<file path="src/wfba_pkg.sv">
// Shared types, codes and helpers for the worst-fit block allocator.
package wfba_pkg;

  localparam int MAX_BLOCKS_DEF = 16;
  localparam int SIZE_BITS_DEF  = 16;

  localparam int SUM_W     = 20;
  localparam int ADD_W     = 32;
  localparam int PORT_SZ_W = 16;
  localparam int PORT_IX_W = 4;
  localparam int STATUS_W  = 3;
  localparam int CFG_W     = 5;

  localparam logic [SUM_W-1:0] SUM_MAX = {SUM_W{1'b1}};

  // request opcodes
  localparam logic [1:0] OP_LOAD   = 2'd0;
  localparam logic [1:0] OP_ALLOC  = 2'd1;
  localparam logic [1:0] OP_REPORT = 2'd2;
  localparam logic [1:0] OP_CLEAR  = 2'd3;

  // result status codes
  localparam logic [STATUS_W-1:0] ST_LOADED  = 3'd0;
  localparam logic [STATUS_W-1:0] ST_GRANTED = 3'd1;
  localparam logic [STATUS_W-1:0] ST_REFUSED = 3'd2;
  localparam logic [STATUS_W-1:0] ST_REPORT  = 3'd3;
  localparam logic [STATUS_W-1:0] ST_FULL    = 3'd4;
  localparam logic [STATUS_W-1:0] ST_CLEARED = 3'd5;

  // per-cycle commands broadcast to every cell
  typedef struct packed {
    logic clear;
    logic load_en;
    logic grant_en;
  } wfba_ctl_t;

  // saturating add of a block-sized value onto a running sum
  function automatic logic [SUM_W-1:0] sat_add(logic [SUM_W-1:0] a, logic [ADD_W-1:0] b);
    logic [ADD_W:0] s;
    s = (ADD_W+1)'(a) + (ADD_W+1)'(b);
    return (s > (ADD_W+1)'(SUM_MAX)) ? SUM_MAX : s[SUM_W-1:0];
  endfunction

endpackage

</file>
<file path="src/worst_fit_block_allocator.sv">
// Top level of the worst-fit block allocator: sequencer, totals and cell chain.
//
// Usage
//   Input channel (in_valid/in_ready, in_op, in_size) takes one request at a
//   time: load a block size, allocate, report totals, or clear the table.
//   Result channel (out_valid/out_ready) returns one result per request:
//   status, block index, leftover, internal total and external total.
//   Config channel (cfg_valid/cfg_ready, cfg_blocks_in_use) sets how many
//   table entries are loadable and scanned; write it only while idle.
// Timing
//   Load and clear: accept, then S_RESP loads the output register.
//   Allocate and report: S_START, S_SCAN, S_RESP. The scan is a wavefront
//   that moves one cell per cycle down the chain of MAX_BLOCKS cells, each
//   cell comparing its own entry against the best candidate handed to it.
//   One request is in flight at a time; in_ready returns once the result
//   sits in the output register, so a new request overlaps its delivery.
// Reset
//   Synchronous, active low. Clears busy flags, load count, totals, the
//   refused flag and the chain valids; blocks_in_use returns to 16. Stored
//   block sizes are not cleared and are only read once loaded.
// Backpressure
//   A stalled out_ready holds the result; a finished next result waits in
//   the sequencer until the output register frees up.
module worst_fit_block_allocator #(
  parameter int MAX_BLOCKS = wfba_pkg::MAX_BLOCKS_DEF,
  parameter int SIZE_BITS  = wfba_pkg::SIZE_BITS_DEF
) (
  input  logic                            clk,
  input  logic                            rst_n,
  input  logic                            in_valid,
  output logic                            in_ready,
  input  logic [1:0]                      in_op,
  input  logic [wfba_pkg::PORT_SZ_W-1:0]  in_size,
  output logic                            out_valid,
  input  logic                            out_ready,
  output logic [wfba_pkg::STATUS_W-1:0]   out_status,
  output logic [wfba_pkg::PORT_IX_W-1:0]  out_block_index,
  output logic [wfba_pkg::PORT_SZ_W-1:0]  out_leftover,
  output logic [wfba_pkg::SUM_W-1:0]      out_total_internal,
  output logic [wfba_pkg::SUM_W-1:0]      out_total_external,
  input  logic                            cfg_valid,
  output logic                            cfg_ready,
  input  logic [wfba_pkg::CFG_W-1:0]      cfg_blocks_in_use
);
  import wfba_pkg::*;

  localparam int IDX_W = $clog2(MAX_BLOCKS);
  localparam int CNT_W = $clog2(MAX_BLOCKS + 1);
  localparam int CMP_W = (CNT_W > CFG_W) ? CNT_W : CFG_W;

  localparam logic [1:0] S_IDLE  = 2'd0;
  localparam logic [1:0] S_START = 2'd1;
  localparam logic [1:0] S_SCAN  = 2'd2;
  localparam logic [1:0] S_RESP  = 2'd3;

  localparam logic [CFG_W-1:0] BIU_RESET = CFG_W'(16);

  // sequencer and totals
  logic [1:0]           state_r, state_nxt;
  logic [CFG_W-1:0]     biu_r;
  logic [CNT_W-1:0]     load_cnt_r, load_cnt_nxt;
  logic [SUM_W-1:0]     int_r, int_nxt;
  logic [SUM_W-1:0]     uns_r, uns_nxt;
  logic                 ref_r, ref_nxt;
  logic [1:0]           op_r, op_nxt;
  logic [SIZE_BITS-1:0] sz_r, sz_nxt;

  // pending result
  logic [STATUS_W-1:0]  res_status_r, res_status_nxt;
  logic [PORT_IX_W-1:0] res_idx_r, res_idx_nxt;
  logic [PORT_SZ_W-1:0] res_left_r, res_left_nxt;
  logic [SUM_W-1:0]     res_int_r, res_int_nxt;
  logic [SUM_W-1:0]     res_ext_r, res_ext_nxt;

  // output register
  logic                 out_valid_r, out_valid_nxt;
  logic                 out_load;
  logic [STATUS_W-1:0]  out_status_r;
  logic [PORT_IX_W-1:0] out_idx_r;
  logic [PORT_SZ_W-1:0] out_left_r;
  logic [SUM_W-1:0]     out_int_r;
  logic [SUM_W-1:0]     out_ext_r;

  logic                 in_acc;
  logic [SIZE_BITS-1:0] in_sz;
  logic [CMP_W-1:0]     biu_w;
  logic [CNT_W-1:0]     eff;
  logic [CNT_W-1:0]     lim;
  logic [SIZE_BITS-1:0] left;
  wfba_ctl_t            ctl;
  logic                 inject;

  // scan chain taps, index 0 is the injection point
  logic                 c_valid [0:MAX_BLOCKS];
  logic                 c_found [0:MAX_BLOCKS];
  logic [IDX_W-1:0]     c_idx   [0:MAX_BLOCKS];
  logic [SIZE_BITS-1:0] c_size  [0:MAX_BLOCKS];
  logic [SUM_W-1:0]     c_sum   [0:MAX_BLOCKS];

  assign in_ready  = (state_r == S_IDLE);
  assign in_acc    = in_valid && in_ready;
  assign cfg_ready = 1'b1;
  assign in_sz     = SIZE_BITS'(in_size);

  // effective table size: 0 acts as 1, anything past the table as the table
  assign biu_w = CMP_W'(biu_r);
  always_comb begin
    if (biu_w == '0) begin
      eff = CNT_W'(1);
    end else if (biu_w > CMP_W'(MAX_BLOCKS)) begin
      eff = CNT_W'(MAX_BLOCKS);
    end else begin
      eff = CNT_W'(biu_w);
    end
  end
  assign lim  = (load_cnt_r < eff) ? load_cnt_r : eff;
  assign left = c_size[MAX_BLOCKS] - sz_r;

  assign c_valid[0] = inject;
  assign c_found[0] = 1'b0;
  assign c_idx[0]   = '0;
  assign c_size[0]  = '0;
  assign c_sum[0]   = '0;

  always_comb begin
    state_nxt      = state_r;
    load_cnt_nxt   = load_cnt_r;
    int_nxt        = int_r;
    uns_nxt        = uns_r;
    ref_nxt        = ref_r;
    op_nxt         = op_r;
    sz_nxt         = sz_r;
    res_status_nxt = res_status_r;
    res_idx_nxt    = res_idx_r;
    res_left_nxt   = res_left_r;
    res_int_nxt    = res_int_r;
    res_ext_nxt    = res_ext_r;
    ctl            = '0;
    inject         = 1'b0;
    out_load       = 1'b0;
    case (state_r)
      S_IDLE: begin
        if (in_acc) begin
          op_nxt       = in_op;
          sz_nxt       = in_sz;
          res_idx_nxt  = '0;
          res_left_nxt = '0;
          res_ext_nxt  = '0;
          res_int_nxt  = int_r;
          case (in_op)
            OP_LOAD: begin
              if (load_cnt_r < eff) begin
                ctl.load_en    = 1'b1;
                load_cnt_nxt   = load_cnt_r + CNT_W'(1);
                res_status_nxt = ST_LOADED;
                res_idx_nxt    = PORT_IX_W'(load_cnt_r);
              end else begin
                res_status_nxt = ST_FULL;
              end
              state_nxt = S_RESP;
            end
            OP_CLEAR: begin
              ctl.clear      = 1'b1;
              load_cnt_nxt   = '0;
              int_nxt        = '0;
              uns_nxt        = '0;
              ref_nxt        = 1'b0;
              res_int_nxt    = '0;
              res_status_nxt = ST_CLEARED;
              state_nxt      = S_RESP;
            end
            default: begin
              state_nxt = S_START;
            end
          endcase
        end
      end
      S_START: begin
        inject    = 1'b1;
        state_nxt = S_SCAN;
      end
      S_SCAN: begin
        if (c_valid[MAX_BLOCKS]) begin
          if (op_r == OP_ALLOC) begin
            if (c_found[MAX_BLOCKS]) begin
              ctl.grant_en   = 1'b1;
              int_nxt        = sat_add(int_r, ADD_W'(left));
              res_status_nxt = ST_GRANTED;
              res_idx_nxt    = PORT_IX_W'(c_idx[MAX_BLOCKS]);
              res_left_nxt   = PORT_SZ_W'(left);
            end else begin
              ref_nxt        = 1'b1;
              uns_nxt        = sat_add(uns_r, ADD_W'(sz_r));
              res_status_nxt = ST_REFUSED;
            end
          end else begin
            res_status_nxt = ST_REPORT;
            // external fragmentation only counts once something was refused
            // and the free space could have covered it
            if (ref_r && (uns_r <= c_sum[MAX_BLOCKS])) begin
              res_ext_nxt = c_sum[MAX_BLOCKS];
            end
          end
          res_int_nxt = int_nxt;
          state_nxt   = S_RESP;
        end
      end
      S_RESP: begin
        if (!out_valid_r || out_ready) begin
          out_load  = 1'b1;
          state_nxt = S_IDLE;
        end
      end
      default: begin
        state_nxt = S_IDLE;
      end
    endcase
  end

  assign out_valid_nxt = out_load ? 1'b1 : (out_ready ? 1'b0 : out_valid_r);

  always_ff @(posedge clk) begin
    if (!rst_n) begin
      state_r     <= S_IDLE;
      biu_r       <= BIU_RESET;
      load_cnt_r  <= '0;
      int_r       <= '0;
      uns_r       <= '0;
      ref_r       <= 1'b0;
      out_valid_r <= 1'b0;
    end else begin
      state_r     <= state_nxt;
      load_cnt_r  <= load_cnt_nxt;
      int_r       <= int_nxt;
      uns_r       <= uns_nxt;
      ref_r       <= ref_nxt;
      out_valid_r <= out_valid_nxt;
      if (cfg_valid && cfg_ready) begin
        biu_r <= cfg_blocks_in_use;
      end
    end
  end

  always_ff @(posedge clk) begin
    op_r         <= op_nxt;
    sz_r         <= sz_nxt;
    res_status_r <= res_status_nxt;
    res_idx_r    <= res_idx_nxt;
    res_left_r   <= res_left_nxt;
    res_int_r    <= res_int_nxt;
    res_ext_r    <= res_ext_nxt;
    if (out_load) begin
      out_status_r <= res_status_r;
      out_idx_r    <= res_idx_r;
      out_left_r   <= res_left_r;
      out_int_r    <= res_int_r;
      out_ext_r    <= res_ext_r;
    end
  end

  assign out_valid          = out_valid_r;
  assign out_status         = out_status_r;
  assign out_block_index    = out_idx_r;
  assign out_leftover       = out_left_r;
  assign out_total_internal = out_int_r;
  assign out_total_external = out_ext_r;

  for (genvar g = 0; g < MAX_BLOCKS; g++) begin : g_cell
    wfba_cell #(
      .SIZE_BITS (SIZE_BITS),
      .IDX_W     (IDX_W),
      .CNT_W     (CNT_W),
      .CELL_IDX  (g)
    ) u_cell (
      .clk       (clk),
      .rst_n     (rst_n),
      .ctl       (ctl),
      .load_idx  (load_cnt_r[IDX_W-1:0]),
      .load_data (in_sz),
      .grant_idx (c_idx[MAX_BLOCKS]),
      .req_size  (sz_r),
      .lim       (lim),
      .c_valid_i (c_valid[g]),
      .c_found_i (c_found[g]),
      .c_idx_i   (c_idx[g]),
      .c_size_i  (c_size[g]),
      .c_sum_i   (c_sum[g]),
      .c_valid_o (c_valid[g+1]),
      .c_found_o (c_found[g+1]),
      .c_idx_o   (c_idx[g+1]),
      .c_size_o  (c_size[g+1]),
      .c_sum_o   (c_sum[g+1])
    );
  end

endmodule

</file>
<file path="src/wfba_cell.sv">
// One table entry: stored size and busy flag, plus one stage of the scan chain.
module wfba_cell #(
  parameter int SIZE_BITS = 16,
  parameter int IDX_W     = 4,
  parameter int CNT_W     = 5,
  parameter int CELL_IDX  = 0
) (
  input  logic                     clk,
  input  logic                     rst_n,
  input  wfba_pkg::wfba_ctl_t      ctl,
  input  logic [IDX_W-1:0]         load_idx,
  input  logic [SIZE_BITS-1:0]     load_data,
  input  logic [IDX_W-1:0]         grant_idx,
  input  logic [SIZE_BITS-1:0]     req_size,
  input  logic [CNT_W-1:0]         lim,
  input  logic                     c_valid_i,
  input  logic                     c_found_i,
  input  logic [IDX_W-1:0]         c_idx_i,
  input  logic [SIZE_BITS-1:0]     c_size_i,
  input  logic [wfba_pkg::SUM_W-1:0] c_sum_i,
  output logic                     c_valid_o,
  output logic                     c_found_o,
  output logic [IDX_W-1:0]         c_idx_o,
  output logic [SIZE_BITS-1:0]     c_size_o,
  output logic [wfba_pkg::SUM_W-1:0] c_sum_o
);
  import wfba_pkg::*;

  localparam logic [IDX_W-1:0] MY_IDX = IDX_W'(CELL_IDX);

  logic [SIZE_BITS-1:0] size_r;
  logic                 busy_r;
  logic                 in_range;
  logic                 take;
  logic                 c_valid_r;
  logic                 c_found_r;
  logic [IDX_W-1:0]     c_idx_r;
  logic [SIZE_BITS-1:0] c_size_r;
  logic [SUM_W-1:0]     c_sum_r;

  assign in_range = (CNT_W'(CELL_IDX) < lim);
  // strictly larger wins, so the lowest index keeps a tie
  assign take = in_range && !busy_r && (size_r >= req_size) &&
                (!c_found_i || (size_r > c_size_i));

  always_ff @(posedge clk) begin
    if (!rst_n) begin
      busy_r    <= 1'b0;
      c_valid_r <= 1'b0;
    end else begin
      c_valid_r <= c_valid_i;
      if (ctl.clear) begin
        busy_r <= 1'b0;
      end else if (ctl.load_en && (load_idx == MY_IDX)) begin
        busy_r <= 1'b0;
      end else if (ctl.grant_en && (grant_idx == MY_IDX)) begin
        busy_r <= 1'b1;
      end
    end
  end

  always_ff @(posedge clk) begin
    if (ctl.load_en && (load_idx == MY_IDX)) begin
      size_r <= load_data;
    end
    c_found_r <= c_found_i || take;
    c_idx_r   <= take ? MY_IDX : c_idx_i;
    c_size_r  <= take ? size_r : c_size_i;
    c_sum_r   <= (in_range && !busy_r) ? sat_add(c_sum_i, ADD_W'(size_r)) : c_sum_i;
  end

  assign c_valid_o = c_valid_r;
  assign c_found_o = c_found_r;
  assign c_idx_o   = c_idx_r;
  assign c_size_o  = c_size_r;
  assign c_sum_o   = c_sum_r;

endmodule

</file>
<file path="config.mk">
export PLATFORM = sky130hd
export DESIGN_NAME = worst_fit_block_allocator
export DESIGN_NICKNAME = d
export VERILOG_FILES = /design/src/wfba_pkg.sv /design/src/worst_fit_block_allocator.sv /design/src/wfba_cell.sv
export SDC_FILE = /design/constraint.sdc
export NUM_CORES = 2
export LEC_CHECK = 0
export BUFFER_PORTS_ARGS = -buffer_cell sky130_fd_sc_hd__buf_2
export CORE_MARGIN = 4
export CORE_UTILIZATION = 40
export DETAILED_ROUTE_END_ITERATION = 6
export GPL_TIMING_DRIVEN = 0
export PLACE_DENSITY = 0.67
export SYNTH_ARGS = -nofsm -noshare
export SYNTH_HDL_FRONTEND = slang
export SYNTH_HIERARCHICAL = 1
export SYNTH_SLANG_ARGS = --single-unit
</file>
<file path="constraint.sdc">
create_clock -name clk -period 5.4 [get_ports clk]
set_clock_uncertainty 0.1 [all_clocks]
set_input_delay 0.54 -clock clk [delete_from_list [all_inputs] [get_ports clk]]
set_output_delay 0.54 -clock clk [all_outputs]
set_load 0.01 [all_outputs]
</file>
==> results.md <==
- Gp weighted congestion: 0.923
- First-pass GRT wire length: 309 mm
- Clk pwr share: 0.227
- Max IR drop VDD: 0.326 mV
- Flop pwr share: 0.354
- Num ports: 94
- FF-to-FF End: g_cell[10].u_cell/c_size_o[3]
- Core area: 167,000 um^2
- Fmax: 191 MHz
- Nature of the critical path startpoint: flip-flop
- Final hold vios: 0
- CP Cell Sequence: inv_1, o211ai_1, a21oi_1, o2111ai_2, mux2i_2, buf_8, a21oi_1, nor2_1, o21ai_0, a31o_2, a311oi_2, buf_4, mux2_1
- Number of fill cells in the layout: 15,400
- Power Density: 489 nW/um^2
- Reg2reg path depth: 13
- Commonest non-fill, non-tap cell in the layout: ha_1
- Req. time, crit path: 5.93 ns
- Crit path kind: reg -> reg
- Die X: 418 um
- Hold path depth: 2
- Async SR Flop Fraction: 0
- Hold Crit Start: cfg_valid
- Initial antenna violation count: 10
- Clock slew at reported path FFs: 0.06 ns
- Sw frac: 0.390
- Htree depth: 3
- Clock buffer depth: 3
- Clk_lat worst skew: around 0.77 ns
- Worst-Margin Slew: 1.28 ns
- CP Capture Type: flip-flop
- Final Cell Area: 76,100 um^2
- Buf+Inv Stages, Crit Path: 3
- Fin worst setup slack: 0.177 ns
- Synthesized instance count: 6,804
- Die area: 175,000 um^2
- Post-synth EDFFs: 400
- Vias in the first global route: between 50,000 and 60,000
- Routed WL: 207 mm
- Grt total ovfl: 0
- Total CTS buffers: 118
- Synth warn: 6
- # setup viols final: 0
- Commonest cells after routing, fill and taps aside: ha_1, dfxtp_1, inv_1
- Post-DP HPWL: 157 mm
- DP Worst Slack: -0.244 ns
- Row count: 150
- Crit-path most repeated cell: a21oi_1
- Maxcap violations: 0
- Placed Cells: a little over 9,000
- # port buffers: 91
- Combined global-route utilization of all metal layers: 0.229
- Via count: 53,300
- 1st-pass router iterations: 5
- Net count, final: 8,055
- Worst-path fanout max: 21
- Final Cycle Share: 0.967
- Top_reg_cell synth: dfxtp_1
- Final cell count without fillers: 9,473
- Combinational power share: 0.419
- Post-Syn Area: 67,300 um^2
- WL/cell: 21.8 um
- FF-to-FF setup slack: 0.18 ns
- Fin crit period: 5.22 ns
- Max incr delay on CP: around 0.8 ns
- Worst Hold Path EP: biu_r[4]
- Status: complete, no violations
- Worst EP arrival: roughly 5.8 ns
- DR iter-0 viols: 5,121
- Flop and latch count out of synthesis: 1,142
- Initial Util: 0.402
- Switching power: around 15,000 uW
- Largest net degree at the start of global routing: 41
- Fin util: 0.455
- Slew headroom: 0.147
- Area of the multi-input gates: 37,400 um^2
- Post-DR vias/cell: 5.63
- Die Y: 418 um
- Power Internal: 22,700 uW
- Root buffer cell: clkbuf_16
- # DRC: 0
- Layout cells sized above 1: 0.111
- CTS tree: done
- Reg area: 26,900 um^2
- Worst path top cell family by delay: compound AO/OA/AOI/OAI gates
- DRT antenna net count: 0
- Pleak: 0.0333 uW
- Placed Area: 71,800 um^2
- Area growth from synthesis to layout: 13.2%
- Max-slew violations: 0
- Reg-to-reg startpoint: load_cnt_r[0]
- RSZ-0062 raised after global routing: no
- Hold Path Class: in -> reg
- Distinct cells, synth: approximately 140
- Register area share after synthesis: 0.399
- Avg Cell Area, Syn: 9.88 um^2
- Sink Count: 1,142
- Crit path max-delay cell type: mux2i_2
-- what timing repair did --
item,CTS,global route
hold endpoints to repair,7,0
hold buffers,7,0
setup endpoints to repair,68,49
gates resized for setup,4,2
setup buffers,0,13
-- power by group through the flow --
stage	sequential, uW	clock, uW	combinational (uW)
floorplan	12500	0	11300
global placement	13700	0	14200
detailed placement	13400	0	15100
CTS	13200	8580	15200
global route	13400	8950	17200
finish	13200	8440	15600
-- area by class of cell --
type,count,share of cell area
diodes,5,0.000164
plain buffers,156,0.0110
clock buffers,166,0.0452
clock inverters,58,0.00830
inverters,684,0.0337
multi-input cells,4905,0.492
flip-flops and latches,1142,0.353
well taps,2204,0.0362
repair buffers,153,0.0206
-- worst reg2reg max path, stage by stage (launching register included) --
cell and delay [ns]:
dfxtp_2 0.79, inv_1 0.17, o211ai_1 0.15, a21oi_1 0.12, o2111ai_2 0.69, mux2i_2 0.80, buf_8 0.27, a21oi_1 0.20
nor2_1 0.51, o21ai_0 0.18, a31o_2 0.27, a311oi_2 0.22, buf_4 0.26, mux2_1 0.37
-- cell families after synthesis --
family | Yosys count | share of synthesized area
flops | 1142 | 0.399
simple gates | 1741 | 0.129
xor+xnor | 236 | 0.0307
other cells | 2 | 0.000112
buf+inv | 840 | 0.0506
mux | 314 | 0.0556
fa+ha+maj | 867 | 0.163
compound gates | 1662 | 0.171
-- worst max-delay path by stage --
stage                        startpoint  slack (ns)                            end  cells past startpoint
after floorplan                 sz_r[1]        1.03                  res_int_r[19]                     17
after global placement    load_cnt_r[1]       -1.66    g_cell[7].u_cell/size_r[15]                      6
after detailed placement  load_cnt_r[0]       -0.24  g_cell[8].u_cell/c_size_o[11]                     12
after CTS                       sz_r[0]        0.03                  res_int_r[16]                     18
after global routing      load_cnt_r[0]        0.04  g_cell[1].u_cell/c_size_o[10]                     11
final                     load_cnt_r[0]        0.18  g_cell[10].u_cell/c_size_o[3]                     13
-- synthesized netlist by cell type (14+ instances only) --
cell       number  share of area
fa_1           19         0.0057
a21oi_2        20         0.0026
nor3b_1        18         0.0020
a31oi_1       182          0.017
clkbuf_1       78         0.0044
o21ai_0       253          0.019
o21bai_1       33         0.0037
buf_6          16         0.0027
buf_2          40         0.0030
xor2_1        108          0.014
ha_1          848           0.16
o21ai_1        45         0.0033
nand4_1       107          0.010
edfxtp_1      400           0.18
a2111oi_0      16         0.0021
and3_1         58         0.0054
nand2b_1       89         0.0083
a211o_1        15         0.0020
o21a_1         72         0.0080
mux2_1         96          0.016
dfxtp_1       742           0.22
mux2_4         69          0.015
or2_2          30         0.0028
mux2i_1        42         0.0063
nand2_1       369          0.021
xnor2_1       128          0.017
o2111ai_1      20         0.0026
nor4b_1        23         0.0030
nor2b_1        85         0.0079
a41oi_1        14         0.0018
a211oi_1       74         0.0083
nor2_1        547          0.031
o31a_1         17         0.0022
a211oi_2       14         0.0026
or3_1          16         0.0015
and2_1         67         0.0062
a21o_1        134          0.015
inv_1         680          0.038
nand3_1       143          0.011
a21oi_1       425          0.032
o22a_1         55         0.0072
o211ai_1       48         0.0054
mux2_2        107          0.018
nor3_1         72         0.0054
-- state kept, by name (all words and copies together), names as in the netlist, 16 cells and up --
name                     cells
g_cell.u_cell/busy_r        16
g_cell.u_cell/c_found_o     16
g_cell.u_cell/c_idx_o       64
g_cell.u_cell/c_size_o     256
g_cell.u_cell/c_sum_o      320
g_cell.u_cell/c_valid_o     16
g_cell.u_cell/size_r       256
int_r                       20
out_leftover                16
out_total_external          20
out_total_internal          20
res_ext_r                   20
res_int_r                   20
res_left_r                  16
sz_r                        16
uns_r                       20
-- layer usage --
| metal | up-vias | part of all wire | track usage | routed length (um) |
|---|---|---|---|---|
| li1 | 25300 | - | - | - |
| met1 | 25300 | 0.43 | 0.309 | 89600 |
| met2 | 2167 | 0.44 | 0.365 | 91500 |
| met3 | 473 | 0.076 | 0.0354 | 15700 |
| met4 | 0 | 0.048 | 0.100 | 10000 |
| met5 | - | 0 | 0 | 0 |
-- metrics by stage --
step	hold slack (ns)	total power, uW	setup TNS, ns
after floorplan	0.286	23700	0
after global placement	0.288	27800	-355.66
after detailed placement	0.292	28500	-4.13
after CTS	0.0554	37000	0
after global routing	0.0931	39500	0
final	0.102	37200	0
Note: power is estimated with default switching activity, not from simulation.
